`src/rtl/smtp_reply_line_parser_assert.svh`:
```
// Assertion macros for the SMTP reply line parser.
// Used by the RTL files that carry concurrent checks; expects a clk and rst_n in scope.
`ifndef SMTP_REPLY_LINE_PARSER_ASSERT_SVH
`define SMTP_REPLY_LINE_PARSER_ASSERT_SVH

// Check that is held off while reset is asserted
`define SRLP_ASSERT(label, prop, msg) \
  label: assert property (@(posedge clk) disable iff (!rst_n) prop) else $error(msg);

// Check that also runs during reset
`define SRLP_ASSERT_ALWAYS(label, prop, msg) \
  label: assert property (@(posedge clk) prop) else $error(msg);

`endif

```
`src/rtl/srlp_pkg.sv`:
```
// Shared types and constants for the SMTP reply line parser.
// No dependencies; imported by srlp_parser and smtp_reply_line_parser.
package srlp_pkg;

  // Characters
  localparam logic [7:0] CH_LF    = 8'd10;
  localparam logic [7:0] CH_CR    = 8'd13;
  localparam logic [7:0] CH_SPACE = 8'd32;
  localparam logic [7:0] CH_DASH  = 8'd45;
  localparam logic [7:0] CH_ZERO  = 8'd48;
  localparam logic [7:0] CH_NINE  = 8'd57;

  // Reply codes of interest
  localparam logic [9:0] CODE_MULTI_DEFAULT = 10'd250;
  localparam logic [9:0] CODE_AUTH          = 10'd334;
  localparam logic [9:0] CODE_READY         = 10'd220;
  localparam logic [9:0] CODE_CLOSING       = 10'd221;
  localparam logic [9:0] CODE_UNAVAIL       = 10'd421;

  // Line offsets
  localparam logic [2:0] POS_FOURTH  = 3'd3;
  localparam logic [2:0] TEXT_OFFSET = 3'd4;

  // Byte roles
  localparam logic [1:0] ROLE_PLAIN    = 2'd0;
  localparam logic [1:0] ROLE_PARAM    = 2'd1;
  localparam logic [1:0] ROLE_CONT     = 2'd2;
  localparam logic [1:0] ROLE_LINE_END = 2'd3;

  // Status codes
  localparam logic [2:0] ST_OK          = 3'd0;
  localparam logic [2:0] ST_SHORT_LINE  = 3'd1;
  localparam logic [2:0] ST_NO_CODE     = 3'd2;
  localparam logic [2:0] ST_BAD_FOURTH  = 3'd3;
  localparam logic [2:0] ST_NO_MULTI    = 3'd4;
  localparam logic [2:0] ST_SHORT_CONT  = 3'd5;
  localparam logic [2:0] ST_MISMATCH    = 3'd6;

  // Parameter tagging modes
  localparam logic [1:0] PMODE_NONE  = 2'd0;
  localparam logic [1:0] PMODE_REST  = 2'd1;
  localparam logic [1:0] PMODE_SPACE = 2'd2;

  // One result per input byte
  typedef struct packed {
    logic [7:0] out_byte;
    logic [1:0] role;
    logic [9:0] reply_code;
    logic [2:0] status;
    logic       reply_done;
    logic       param_valid;
    logic [7:0] continuation_lines;
  } srlp_result_t;

  function automatic logic is_digit(input logic [7:0] c);
    return (c >= CH_ZERO) && (c <= CH_NINE);
  endfunction

  function automatic logic [3:0] digit_val(input logic [7:0] c);
    logic [7:0] d;
    d = c - CH_ZERO;
    return d[3:0];
  endfunction

endpackage

```
`src/rtl/srlp_parser.sv`:
```
// Parser state and per-byte decode for the SMTP reply line parser.
// Depends on srlp_pkg and smtp_reply_line_parser_assert.svh.
`include "smtp_reply_line_parser_assert.svh"

module srlp_parser
  import srlp_pkg::*;
(
  input  logic         clk,
  input  logic         rst_n,
  input  logic         step,
  input  logic [7:0]   byte_in,
  input  logic [9:0]   multiline_code,
  output srlp_result_t result
);

  logic [2:0]      pos_r, pos_nxt;
  logic [2:0][7:0] digits_r, digits_nxt;
  logic [9:0]      code_r, code_nxt;
  logic            in_cont_r, in_cont_nxt;
  logic [1:0]      pmode_r, pmode_nxt;
  logic            space_r, space_nxt;
  logic            skip_r, skip_nxt;
  logic [7:0]      cont_r, cont_nxt;
  logic            more_r, more_nxt;
  logic            mism_r, mism_nxt;

  logic            fresh;
  logic [9:0]      code_calc;
  logic            digits_ok;

  // Reply code from the three stored digits
  assign digits_ok = is_digit(digits_r[0]) && is_digit(digits_r[1]) && is_digit(digits_r[2]);
  assign code_calc = 10'(digit_val(digits_r[0])) * 10'd100
                   + 10'(digit_val(digits_r[1])) * 10'd10
                   + 10'(digit_val(digits_r[2]));

  // Per-byte decode and next state
  always_comb begin
    pos_nxt     = pos_r;
    digits_nxt  = digits_r;
    code_nxt    = code_r;
    in_cont_nxt = in_cont_r;
    pmode_nxt   = pmode_r;
    space_nxt   = space_r;
    skip_nxt    = skip_r;
    cont_nxt    = cont_r;
    more_nxt    = more_r;
    mism_nxt    = mism_r;
    fresh       = 1'b0;

    result             = '0;
    result.out_byte    = byte_in;
    result.role        = ROLE_PLAIN;
    result.status      = ST_OK;

    if (byte_in == CH_CR) begin
      // dropped, state untouched
    end else if (skip_r) begin
      if (byte_in == CH_LF) begin
        result.role = ROLE_LINE_END;
        fresh       = 1'b1;
      end
    end else if (byte_in == CH_LF) begin
      result.role = ROLE_LINE_END;
      if (pos_r < TEXT_OFFSET) begin
        result.status     = in_cont_r ? ST_SHORT_CONT : ST_SHORT_LINE;
        result.reply_done = 1'b1;
        fresh             = 1'b1;
      end else begin
        if (!in_cont_r) begin
          result.param_valid = (pmode_r == PMODE_REST) || ((pmode_r == PMODE_SPACE) && space_r);
        end
        if (more_r) begin
          in_cont_nxt = 1'b1;
          pos_nxt     = '0;
          mism_nxt    = 1'b0;
          more_nxt    = 1'b0;
        end else begin
          result.reply_done = 1'b1;
          fresh             = 1'b1;
        end
      end
    end else if (pos_r < POS_FOURTH) begin
      // leading code bytes: store on first line, compare on continuation
      if (in_cont_r) begin
        if (byte_in != digits_r[pos_r[1:0]]) begin
          mism_nxt = 1'b1;
        end
      end else begin
        digits_nxt[pos_r[1:0]] = byte_in;
      end
      pos_nxt = pos_r + 3'd1;
    end else if (pos_r == POS_FOURTH) begin
      // fourth byte: judge code and separator
      if (!in_cont_r) begin
        if (!digits_ok) begin
          result.status = ST_NO_CODE;
        end else begin
          code_nxt = code_calc;
          if (byte_in == CH_SPACE) begin
            more_nxt = 1'b0;
          end else if (byte_in == CH_DASH) begin
            if (code_calc == multiline_code) begin
              more_nxt = 1'b1;
            end else begin
              result.status = ST_NO_MULTI;
            end
          end else begin
            result.status = ST_BAD_FOURTH;
          end
          if (code_calc == CODE_AUTH) begin
            pmode_nxt = PMODE_REST;
          end else if (code_calc == CODE_READY || code_calc == CODE_CLOSING ||
                       code_calc == CODE_UNAVAIL) begin
            pmode_nxt = PMODE_SPACE;
          end else begin
            pmode_nxt = PMODE_NONE;
          end
        end
      end else begin
        if (mism_r) begin
          result.status = ST_MISMATCH;
        end else begin
          if (cont_r != 8'hFF) begin
            cont_nxt = cont_r + 8'd1;
          end
          more_nxt = (byte_in == CH_DASH);
        end
      end
      if (result.status != ST_OK) begin
        result.reply_done = 1'b1;
        skip_nxt          = 1'b1;
      end
      pos_nxt = TEXT_OFFSET;
    end else begin
      // text bytes
      if (in_cont_r) begin
        result.role = ROLE_CONT;
      end else if (pmode_r == PMODE_REST) begin
        result.role = ROLE_PARAM;
      end else if ((pmode_r == PMODE_SPACE) && !space_r) begin
        if (byte_in == CH_SPACE) begin
          space_nxt = 1'b1;
        end else begin
          result.role = ROLE_PARAM;
        end
      end
    end

    // Fields reflect this byte's update, before any restart
    result.reply_code         = code_nxt;
    result.continuation_lines = cont_nxt;

    if (fresh) begin
      pos_nxt     = '0;
      digits_nxt  = '0;
      code_nxt    = '0;
      in_cont_nxt = 1'b0;
      pmode_nxt   = PMODE_NONE;
      space_nxt   = 1'b0;
      skip_nxt    = 1'b0;
      cont_nxt    = '0;
      more_nxt    = 1'b0;
      mism_nxt    = 1'b0;
    end
  end

  // Parser state
  always_ff @(posedge clk) begin
    if (!rst_n) begin
      pos_r     <= '0;
      digits_r  <= '0;
      code_r    <= '0;
      in_cont_r <= 1'b0;
      pmode_r   <= PMODE_NONE;
      space_r   <= 1'b0;
      skip_r    <= 1'b0;
      cont_r    <= '0;
      more_r    <= 1'b0;
      mism_r    <= 1'b0;
    end else if (step) begin
      pos_r     <= pos_nxt;
      digits_r  <= digits_nxt;
      code_r    <= code_nxt;
      in_cont_r <= in_cont_nxt;
      pmode_r   <= pmode_nxt;
      space_r   <= space_nxt;
      skip_r    <= skip_nxt;
      cont_r    <= cont_nxt;
      more_r    <= more_nxt;
      mism_r    <= mism_nxt;
    end
  end

  `SRLP_ASSERT(a_pos_range, pos_r <= TEXT_OFFSET, "line position out of range")
  `SRLP_ASSERT(a_skip_after_fourth, skip_r |-> (pos_r == TEXT_OFFSET), "skip set before fourth byte")
  `SRLP_ASSERT(a_cont_needs_line, (cont_r != 8'd0) |-> in_cont_r, "continuation count outside continuation")

endmodule

```
`src/rtl/smtp_reply_line_parser.sv`:
```
// Top level of the SMTP reply line parser: input register, config register, result register.
// Depends on srlp_pkg, srlp_parser and smtp_reply_line_parser_assert.svh.
//
// Usage:
//   Input channel in_valid/in_ready/in_byte carries the reply stream, one byte per request.
//   Result channel out_valid/out_ready carries one result per byte: the byte itself, its
//   role, the parsed reply code, an error status, reply_done, param_valid and the running
//   count of continuation lines.
//   Config channel cfg_valid/cfg_ready/cfg_multiline_code sets the one reply code that may
//   span several lines; cfg_ready is always high. Write it only while the block is idle.
// Timing:
//   An accepted byte is held in the input register, then the decode writes its result into the
//   result register; a stall on out_ready can come between the two. Throughput is one byte per cycle
//   while out_ready allows, set by the single decode stage that updates the parser state.
// Reset:
//   rst_n (synchronous, active low) empties both registers, clears the parser state and
//   sets the multiline code back to 250.
// Stall:
//   When out_ready is low with a result pending, the held byte stays in the input
//   register and in_ready drops; no request is lost or repeated.
`include "smtp_reply_line_parser_assert.svh"

module smtp_reply_line_parser
  import srlp_pkg::*;
(
  input  logic       clk,
  input  logic       rst_n,
  input  logic       in_valid,
  output logic       in_ready,
  input  logic [7:0] in_byte,
  output logic       out_valid,
  input  logic       out_ready,
  output logic [7:0] out_byte,
  output logic [1:0] out_role,
  output logic [9:0] out_reply_code,
  output logic [2:0] out_status,
  output logic       out_reply_done,
  output logic       out_param_valid,
  output logic [7:0] out_continuation_lines,
  input  logic       cfg_valid,
  output logic       cfg_ready,
  input  logic [9:0] cfg_multiline_code
);

  logic         s1_valid_r;
  logic [7:0]   s1_byte_r;
  logic         advance;
  logic [9:0]   multi_r;
  logic         out_valid_r;
  srlp_result_t out_r;
  srlp_result_t result;

  assign advance   = s1_valid_r && (!out_valid_r || out_ready);
  assign in_ready  = !s1_valid_r || advance;
  assign cfg_ready = 1'b1;

  // Config register
  always_ff @(posedge clk) begin
    if (!rst_n) begin
      multi_r <= CODE_MULTI_DEFAULT;
    end else if (cfg_valid) begin
      multi_r <= cfg_multiline_code;
    end
  end

  // Input register
  always_ff @(posedge clk) begin
    if (!rst_n) begin
      s1_valid_r <= 1'b0;
    end else if (in_valid && in_ready) begin
      s1_valid_r <= 1'b1;
    end else if (advance) begin
      s1_valid_r <= 1'b0;
    end
  end

  always_ff @(posedge clk) begin
    if (in_valid && in_ready) begin
      s1_byte_r <= in_byte;
    end
  end

  srlp_parser u_parser (
    .clk            (clk),
    .rst_n          (rst_n),
    .step           (advance),
    .byte_in        (s1_byte_r),
    .multiline_code (multi_r),
    .result         (result)
  );

  // Result register
  always_ff @(posedge clk) begin
    if (!rst_n) begin
      out_valid_r <= 1'b0;
    end else if (advance) begin
      out_valid_r <= 1'b1;
    end else if (out_ready) begin
      out_valid_r <= 1'b0;
    end
  end

  always_ff @(posedge clk) begin
    if (advance) begin
      out_r <= result;
    end
  end

  assign out_valid              = out_valid_r;
  assign out_byte               = out_r.out_byte;
  assign out_role               = out_r.role;
  assign out_reply_code         = out_r.reply_code;
  assign out_status             = out_r.status;
  assign out_reply_done         = out_r.reply_done;
  assign out_param_valid        = out_r.param_valid;
  assign out_continuation_lines = out_r.continuation_lines;

  `SRLP_ASSERT(a_err_ends_reply, (out_valid_r && (out_r.status != ST_OK)) |-> out_r.reply_done, "error without reply_done")
  `SRLP_ASSERT(a_pv_on_line_end, (out_valid_r && out_r.param_valid) |-> (out_r.role == ROLE_LINE_END), "param_valid off line end")
  `SRLP_ASSERT_ALWAYS(a_reset_empties, !rst_n |=> (!out_valid_r && !s1_valid_r), "registers not empty after reset")

endmodule
```
`config.mk`:
```
export PLATFORM = sky130hd
export DESIGN_NAME = smtp_reply_line_parser
export DESIGN_NICKNAME = d
export VERILOG_FILES = /design/src/rtl/srlp_pkg.sv /design/src/rtl/srlp_parser.sv /design/src/rtl/smtp_reply_line_parser.sv
export VERILOG_INCLUDE_DIRS = /design/src /design/src/rtl
export SDC_FILE = /design/constraint.sdc
export NUM_CORES = 1
export LEC_CHECK = 0
export BUFFER_PORTS_ARGS = -buffer_cell sky130_fd_sc_hd__buf_2
export CELL_PAD_IN_SITES_DETAIL_PLACEMENT = 2
export CELL_PAD_IN_SITES_GLOBAL_PLACEMENT = 2
export CORE_UTILIZATION = 35
export CTS_BUF_LIST = sky130_fd_sc_hd__clkbuf_8 sky130_fd_sc_hd__clkbuf_16
export CTS_CLUSTER_SIZE = 25
export DETAILED_ROUTE_END_ITERATION = 7
export PLACE_DENSITY_LB_ADDON = 0.25
export RECOVER_POWER = 100
export SLEW_MARGIN = 20
export SYNTH_ARGS = -nofsm -noshare
export SYNTH_HDL_FRONTEND = slang
export SYNTH_SLANG_ARGS = --single-unit
```
`constraint.sdc`:
```
create_clock -name clk -period 3.4 [get_ports clk]
set_input_delay 0.68 -clock clk [delete_from_list [all_inputs] [get_ports clk]]
set_output_delay 0.68 -clock clk [all_outputs]
set_load 0.01 [all_outputs]
```
# After elaboration in Yosys (flattened, before gate mapping)
# Index checks and enable logic that the tools add are counted.
# totals
reg_bits	105
output_inout_bits	36
elab_cells	241
# classes
n_addsub	7
n_mul	2
order_cmp	10
n_eq_ne	26
n_mux	126
n_bitwise	1
reduce_logical	46
# op_table
cell	n
$mux 24	6
$mux 8	11
$mux 10	8
$mux 3	21
$mux 1	56
$mux 2	18
$bwmux 24	1
$ge 8x6->1 const B	3
$le 8x6->1 const B	3
$eq 10x8->1 const B	2
$eq 10x9->1 const B	2
$reduce_and 10->1	2
$reduce_and 6->1	3
$reduce_bool 2->1	9
$bmux 8 s2	1
$demux 8 s2	1
$eq 8x4->1 const B	2
$eq 8x6->1 const B	2
$reduce_and 8->1	2
$reduce_bool 3->1	5
$mux 4	3
$ne 2x1->1 const B	6
$sub 4x1->4 const B	3
$add 10x4->10	1
28 further kinds	47

# Longest topological paths before layout
# Gate-level depths: netlist (run 1).
# depth
depth_word	23
depth_mapped	14
depth_no_buf	13

# Modules after synthesis
# From an unflattened synthesis (run 1), not the netlist that was laid out.
# unflattened
cells_unflattened	629
area_unflattened_um2	6044.5
# modules_own_cells
mod	n_inst	cells_per_inst	area_each_um2	seq_area_each_um2
srlp_parser	1	545	4354.2	1041.0
smtp_reply_line_parser	1	84	1690.4	1471.4

# Worst setup path after synthesis (run 1)
# No wires, ideal clock.
# synth_path
path_kind	register to register
from	register u_parser.digits_r[9] (netlist bit)
to	register out_r (netlist bit out_reply_done) (data pin)
arrival_time_ns	3.445
t_required_ns	3.141
path_slack_ns	-0.304
path_stages_with_launch	15
path_buffers	1
period_less_slack_ns	3.704
cell_sequence	dfxtp_1 > ha_1 > ha_1 > fa_1 > xor2_1 > ha_1 > ha_1 > clkbuf_1 > and2_1 > nand3_1 > o221a_2 > xor3_1 > nand4bb_1 > and3_1 > o31a_1
# synth_between
elab_chain_len	20
# synth_rtl
item	line	rtl
from (decl)	srlp_parser.sv:17	logic [2:0][7:0] digits_r, digits_nxt;
from (signal assigned)	srlp_parser.sv:183	digits_r <= digits_nxt;
$sub 4x1->4	srlp_pkg.sv:61	d = c - CH_ZERO;
$mul 4x3->7	srlp_parser.sv:34	+ 10'(digit_val(digits_r[1])) * 10'd10
$add 10x8->10	srlp_parser.sv:34	
$add 10x4->10	srlp_parser.sv:35	+ 10'(digit_val(digits_r[2]));
$eq 10x10->1	srlp_parser.sv:103	if (code_calc == multiline_code) begin
$mux 3	srlp_parser.sv:103	
$mux 3	srlp_parser.sv:102	end else if (byte_in == CH_DASH) begin
$mux 3	srlp_parser.sv:100	if (byte_in == CH_SPACE) begin
(+4 left out)	--	
$mux 3 *	srlp_parser.sv:63	end else if (byte_in == CH_LF) begin
$mux 3 *	srlp_parser.sv:58	end else if (skip_r) begin
$mux 3 *	srlp_parser.sv:56	if (byte_in == CH_CR) begin
$reduce_bool 3->1 *	srlp_parser.sv:130	if (result.status != ST_OK) begin
$mux 1 *	srlp_parser.sv:130	
$mux 4 *	srlp_parser.sv:93	end else if (pos_r == POS_FOURTH) begin
$mux 4 *	srlp_parser.sv:83	end else if (pos_r < POS_FOURTH) begin
$mux 4 *	srlp_parser.sv:63	
to (signal assigned)	smtp_reply_line_parser.sv:105	out_r <= result;
to (decl)	smtp_reply_line_parser.sv:50	srlp_result_t out_r;
# Mark *: on every way between the ends. The rest lies on a longest branch, timed or not. The select of a mux whose other input is x is not followed.
# A chain may end at the register's enable or synchronous reset.

# Worst setup path after layout (run 1)
# layout_path
from	register u_parser.digits_r[11] (netlist bit)
to	register out_r (netlist bit out_reply_done) (data pin)
# The elaborated chain is that of the path after synthesis.

==> reports/results.ini, run 1 <==
[pwr]
leakage_nw = 2.63
power.density_nw_per_um2 = 391
ir_drop_mv = 0.218

[cts]
max-clock-path-buffers = 2
hold_buffers = 0
ctsHtreeMaxLevel = 3
cts_root_buf = clkbuf_16
path_clk_slew_ns = 0.08
cts_made_buffers = 9
cts_tree = yes
clkLatencyLatePin_ns = 0.36
clock_sinks = 105

[synthesis]
async_flop_share_pct = 0
synth.distinct_cells = 77
ys_ff_latch = 105
syn_avg_cell_area_um2 = 10.1
yosysTopAreaCell = dfxtp_1
synth_top_area_share_pct = 21.3
yosys_most_used_dff = dfxtp_1
synth_area_leaders = dfxtp_1 21%, edfxtp_1 20%, ha_1 7.3%, nand2_1 3.9%, xnor2_1 3.4%
yosys_warnings = 0
ys_seq_area_share_pct = 41.8
syn_nets = 656
synth-edff-count = 41
netlist_instances = 593
synth_area_um2 = 6010

[final_layout]
seq_area_um2 = 2530
layout.nets = 745
drive_above_1_share_pct = 21.5
stdcell_count = 907
multi_input_area_um2 = 3480
layout_commonest_cell = nand2_1
n_antenna_cell = 0
area_growth_syn_to_layout_pct = 20.8
fillCellCount = 1813
mostFrequentLayoutCells = 63 x nand2_1, 59 x dfxtp_1, 47 x clkbuf_1

[worst_setup_path]
path_delay_family = adder cells
cpMostUsedCell = ha_4
critPathCaptureType = register
slowest_delay_ns = 0.56
path_class = register to register
cp_cell_sequence = ha_4, ha_4, fa_2, ha_4, ha_4, buf_4, xnor2_1, xnor2_1, nand4b_1, nand4bb_4, and3_4, o31a_1
r2r.worst_path.cells = 12
crit_arrival_ns = 3.67
critical_path_required_ns = 3.52
cp_max_fo = 5
cp.depth = 12
path_buf_inv = 1
critPathLaunchType = register
cpMaxStageDelayCell = fa_2

[global_route]
grt_pass1_wl_um = 31100
gr-usage-all-layers_pct = 22.9
grt_max_degree = 36
antenna_found_initial = 0
grt_pass1_vias = 5478
overflow = 0

[die]
core_area_um2 = 16600
dieHeight_um = 133
rows = 47
die-area_um2 = 17700
start_util_pct = 36.1
dieWidth_um = 133
io_pins = 59

[detailed_routing]
drt_iter0_drc = 221
via_count = 4924
route.detailed.drc = 0
postRouteAntennaNets = 0
wl_per_cell_um = 22.1
viasPerCell = 5.43
drt-total-wl_um = 20000
dr.pass1.iters = 4

[worst_hold_path]
hold_path_depth = 2
hp-class = register to register

[sta]
fmax_ghz = 0.281
worst_clock_skew_ns = 0.00882
maxSlewHeadroom_pct = -14.8
post-route-period-util_pct = 105
slew_violations = 36
whs_ns = 0.454
setup_ws_ns = -0.159
rsz0062_at_grt = yes
min_period_ns = 3.56
tightestPinTransition_ns = 1.72
setup_viol = 7
hold_viol = 0

[placed_design]
dpl.cell_count = 881
hpwlAfterDp_um = 13600
numPortBuffers = 57
gp_congestion = 0.898

[status]
status = finished, violations left
violations = max-capacitance violations, max-slew violations, negative setup slack

[run]
maxCapViolCount = 1

-- layer usage --
metal	global-route usage, %	routed length [µm]
met1	28.2	8670
met4	6.83	365
met5	0	0
met2	41.0	10500
met3	3.37	535
-- worst paths after layout --
check | startpoint | slack, ns | to
max | u_parser.digits_r[11] | -0.16 | out_reply_done
min | u_parser.code_r[8] | 0.45 | u_parser.code_r[8]
max reg2reg | u_parser.digits_r[11] | -0.16 | out_reply_done
min reg2reg | u_parser.code_r[8] | 0.45 | u_parser.code_r[8]
-- synth_stat cells, drive strengths merged, types with 9 or more instances --
master / count
dfxtp: 64
nand2: 63
edfxtp: 41
ha: 35
nor2b: 30
a21boi: 29
nand3: 27
nor2: 27
xnor2: 23
a21oi: 21
buf: 20
o21ai: 17
a22oi: 15
mux2: 15
inv: 14
clkbuf: 13
mux2i: 11
nand4: 10
xor2: 9
-- registers in the layout (all words and copies together) (netlist names), 2 cells and up --
signal and count:
multi_r 10, out_byte 8, out_continuation_lines 8, out_reply_code 10, out_role 2, out_status 3, s1_byte_r 8, u_parser.code_r 10
u_parser.cont_r 8, u_parser.digits_r 24, u_parser.pmode_r 2, u_parser.pos_r 3
-- cell type report --
cell class / count / share of cell area (%)
tap: 220 / 3.79
clock inverter: 7 / 0.983
sequential: 105 / 34.8
clock buffer: 9 / 3.10
multi-input combinational: 440 / 48.0
timing repair buffer: 111 / 8.50
inverter: 15 / 0.776
-- worst reg2reg max path, stage by stage, from the launching register on --
cell and delay [ns]:
dfxtp_4 0.37, ha_4 0.24, ha_4 0.16, fa_2 0.56
ha_4 0.22, ha_4 0.23, buf_4 0.17, xnor2_1 0.31
xnor2_1 0.21, nand4b_1 0.18, nand4bb_4 0.26, and3_4 0.19
o31a_1 0.24
-- repair_timing --
action,in CTS,in global routing
gates resized for setup,21,15
endpoints found under the setup margin,7,8
setup buffers,6,5
pin swaps,14,16
-- kinds of logic after synthesis --
logic type / after synthesis / share of synthesized area (%)
muxes: 26 / 4.64
and+or+nand+nor: 219 / 20.2
buffers and inverters: 48 / 4.14
xor gates and xnor gates: 35 / 5.83
adders and majority gates: 40 / 8.96
DFF: 105 / 41.8
other: 1 / 0.0624
AOI/OAI and AO/OA: 119 / 14.3
-- per-stage QoR --
step	TNS, ns	util [%]	total power [mW]	cell area, µm²	worst slack (ns)
4_1_cts	-0.285	43.8	2.85	7290	-0.111
5_1_grt	-1.42	43.6	2.94	7260	-0.208
6_report	-0.557	43.6	2.83	7260	-0.159
2_1_floorplan	-0.0259	-	1.61	6120	-0.0149
3_3_place_gp	-0.449	40.9	1.72	6810	-0.158
3_5_place_dp	-1.20	40.9	1.74	6810	-0.271
-- power breakdown --
part	leakage, nW	internal, mW	switching [mW]
clock network	0.145	0.573	0.512
registers	0.911	1.34	0.0399
logic	1.58	0.157	0.208
No activity file was read; power rests on OpenSTA's default activity.
==> inputs of run 2 (changes only) <==
- clock period: 3.4 -> 3.25 ns (I/O delays scaled with it)
==> reports/results.ini, run 2 (synthesized netlist as in run 1, its figures left out) <==
[cts]
max-clock-path-buffers = 2  ; unchanged
ctsHtreeMaxLevel = 3  ; unchanged
cts_made_buffers = 9  ; unchanged
cts_tree = yes
cts_root_buf = clkbuf_16
clock_sinks = 105  ; unchanged
path_clk_slew_ns = 0.08  ; about the same
clkLatencyLatePin_ns = 0.37  ; about the same

[sta]
maxSlewHeadroom_pct = -13.5  ; +1.3 points
slew_violations = 37  ; +2.8%
tightestPinTransition_ns = 1.70  ; -0.0193 ns
min_period_ns = 3.52  ; -0.0425 ns
rsz0062_at_grt = yes
hold_viol = 0  ; unchanged
setup_ws_ns = -0.267  ; -0.108 ns
post-route-period-util_pct = 108  ; +3.5 points
setup_viol = 8  ; +1
worst_clock_skew_ns = 0.0106  ; +0.00182 ns
fmax_ghz = 0.284  ; +1.2%
whs_ns = 0.456  ; +0.00195 ns

[detailed_routing]
wl_per_cell_um = 21.6  ; -2.3%
route.detailed.drc = 0  ; unchanged
postRouteAntennaNets = 0  ; unchanged
via_count = 4942  ; +0.37%
drt_iter0_drc = 219  ; -0.90%
viasPerCell = 5.42  ; -0.18%
dr.pass1.iters = 4  ; unchanged
drt-total-wl_um = 19700  ; -1.8%

[worst_setup_path]
critical_path_required_ns = 3.37  ; -0.15 ns
critPathLaunchType = register
crit_arrival_ns = 3.64  ; -0.03 ns
path_class = register to register
reg2reg_setup_slack_ns = -0.27  ; -0.11 ns
critPathCaptureType = register
cp_max_fo = 4  ; -1

[global_route]
antenna_found_initial = 0  ; unchanged
grt_max_degree = 37  ; +2.8%
top_usage_layer = met2
gr-usage-all-layers_pct = 22.1  ; -0.83 points
grt_pass1_vias = 5494  ; +0.29%
grt_pass1_wl_um = 30100  ; -3.2%
grtUsageMet2_pct = 40.5  ; -0.58 points
overflow = 0  ; unchanged
grt_util_met3_pct = 3.22  ; -0.15 points
grtUsageMet1_pct = 26.2  ; -2.0 points

[die]
io_pins = 59  ; unchanged
dieHeight_um = 133  ; unchanged
dieWidth_um = 133  ; unchanged
start_util_pct = 36.1  ; unchanged
die-area_um2 = 17700  ; unchanged
core_area_um2 = 16600  ; unchanged
rows = 47  ; unchanged

[placed_design]
pre_cts_slack_ns = -0.456  ; -0.185 ns
numPortBuffers = 57  ; unchanged
hpwlAfterDp_um = 13500  ; -1.0%
gp_congestion = 0.844  ; -6.0%
placed_area_um2 = 6850  ; +0.55%

[run]
maxCapViolCount = 1  ; unchanged

[final_layout]
mostFrequentLayoutCells = 63 x nand2_1, 59 x dfxtp_1, 43 x buf_4
layout.nets = 750  ; +0.67%
layout_commonest_cell = nand2_1
area_growth_syn_to_layout_pct = 23.3
largest_reg_flops = 24  ; unchanged
n_antenna_cell = 0  ; unchanged
final_area_um2 = 7410  ; +2.1%
largest-register = u_parser.digits_r
drive_above_1_share_pct = 24.0  ; +2.4 points
fillCellCount = 1763  ; -2.8%

[pwr]
leakage_nw = 2.71  ; +2.9%
power.density_nw_per_um2 = 401  ; +2.8%
ir_drop_mv = 0.299  ; +37%

[status]
violations = max-capacitance violations, max-slew violations, negative setup slack
status = finished, violations left

[worst_hold_path]
hp-class = input pin to register

## run 2: cell types whose count changed in the layout (fill, tap and decap cells not counted), sizes merged
cell      change
buf          +10
clkbuf        -4
bufinv        -1
clkinvlp      -1
inv           +1
## run 2: final timing paths
path	cells after the start	start	to
min	1	in_byte[3]	s1_byte_r[3]
min reg2reg	2	u_parser.code_r[7]	u_parser.code_r[7]
max reg2reg	12	u_parser.digits_r[11]	out_reply_done
max	12	u_parser.digits_r[11]	out_reply_done
## run 2: report_power, final
part | leakage, nW | internal, mW | total, mW | switching, mW
Sequential | 0.911 | 1.41 | 1.45 | 0.0405
Combinational | 1.65 | 0.179 | 0.397 | 0.217
Clock | 0.152 | 0.582 | 1.13 | 0.548
## run 2: area by class of cell
cell class	count	area [µm²]	area share (%)
Clock buffer	10	250	3.38
Timing Repair Buffer	116	692	9.34
Clock inverter	6	53.8	0.726
Multi-Input combinational cell	440	3550	48.0
Tap cell	220	275	3.71
Inverter	15	58.8	0.794
Sequential cell	105	2530	34.1
## run 2: critical path, stage by stage (launching register included)
cell	delay, ns
dfxtp_4	0.36
ha_4	0.25
ha_4	0.16
fa_2	0.33
xor2_1	0.15
ha_1	0.32
ha_4	0.31
buf_6	0.12
xor3_1	0.30
nand4b_1	0.23
nand4bb_4	0.27
and3_4	0.23
o31a_1	0.23
## run 2: metal layers
| layer | routed length, µm | up-vias |
|---|---|---|
| li1 | - | 2334 |
| met1 | 8290 | 2494 |
| met2 | 10400 | 85 |
| met3 | 561 | 29 |
| met4 | 437 | 0 |
| met5 | 0 | - |
## run 2: through the flow
| stage | power, mW | TNS [ns] | utilization [%] | cells |
|---|---|---|---|---|
| after floorplan | 1.68 | -0.351 | - | 593 |
| after global placement | 1.81 | -1.15 | 41.2 | 886 |
| after detailed placement | 1.82 | -2.49 | 41.2 | 886 |
| after CTS | 2.99 | -1.00 | 44.3 | 906 |
| after global routing | 3.08 | -2.43 | 44.5 | 912 |
| final | 2.97 | -1.18 | 44.5 | 912 |
## run 2: what timing repair did
item,CTS,global route
hold endpoints to repair,0,0
gates resized for setup,36,20
pin swaps,17,26
hold buffers,0,0
setup endpoints to repair,10,11
setup buffers,4,7
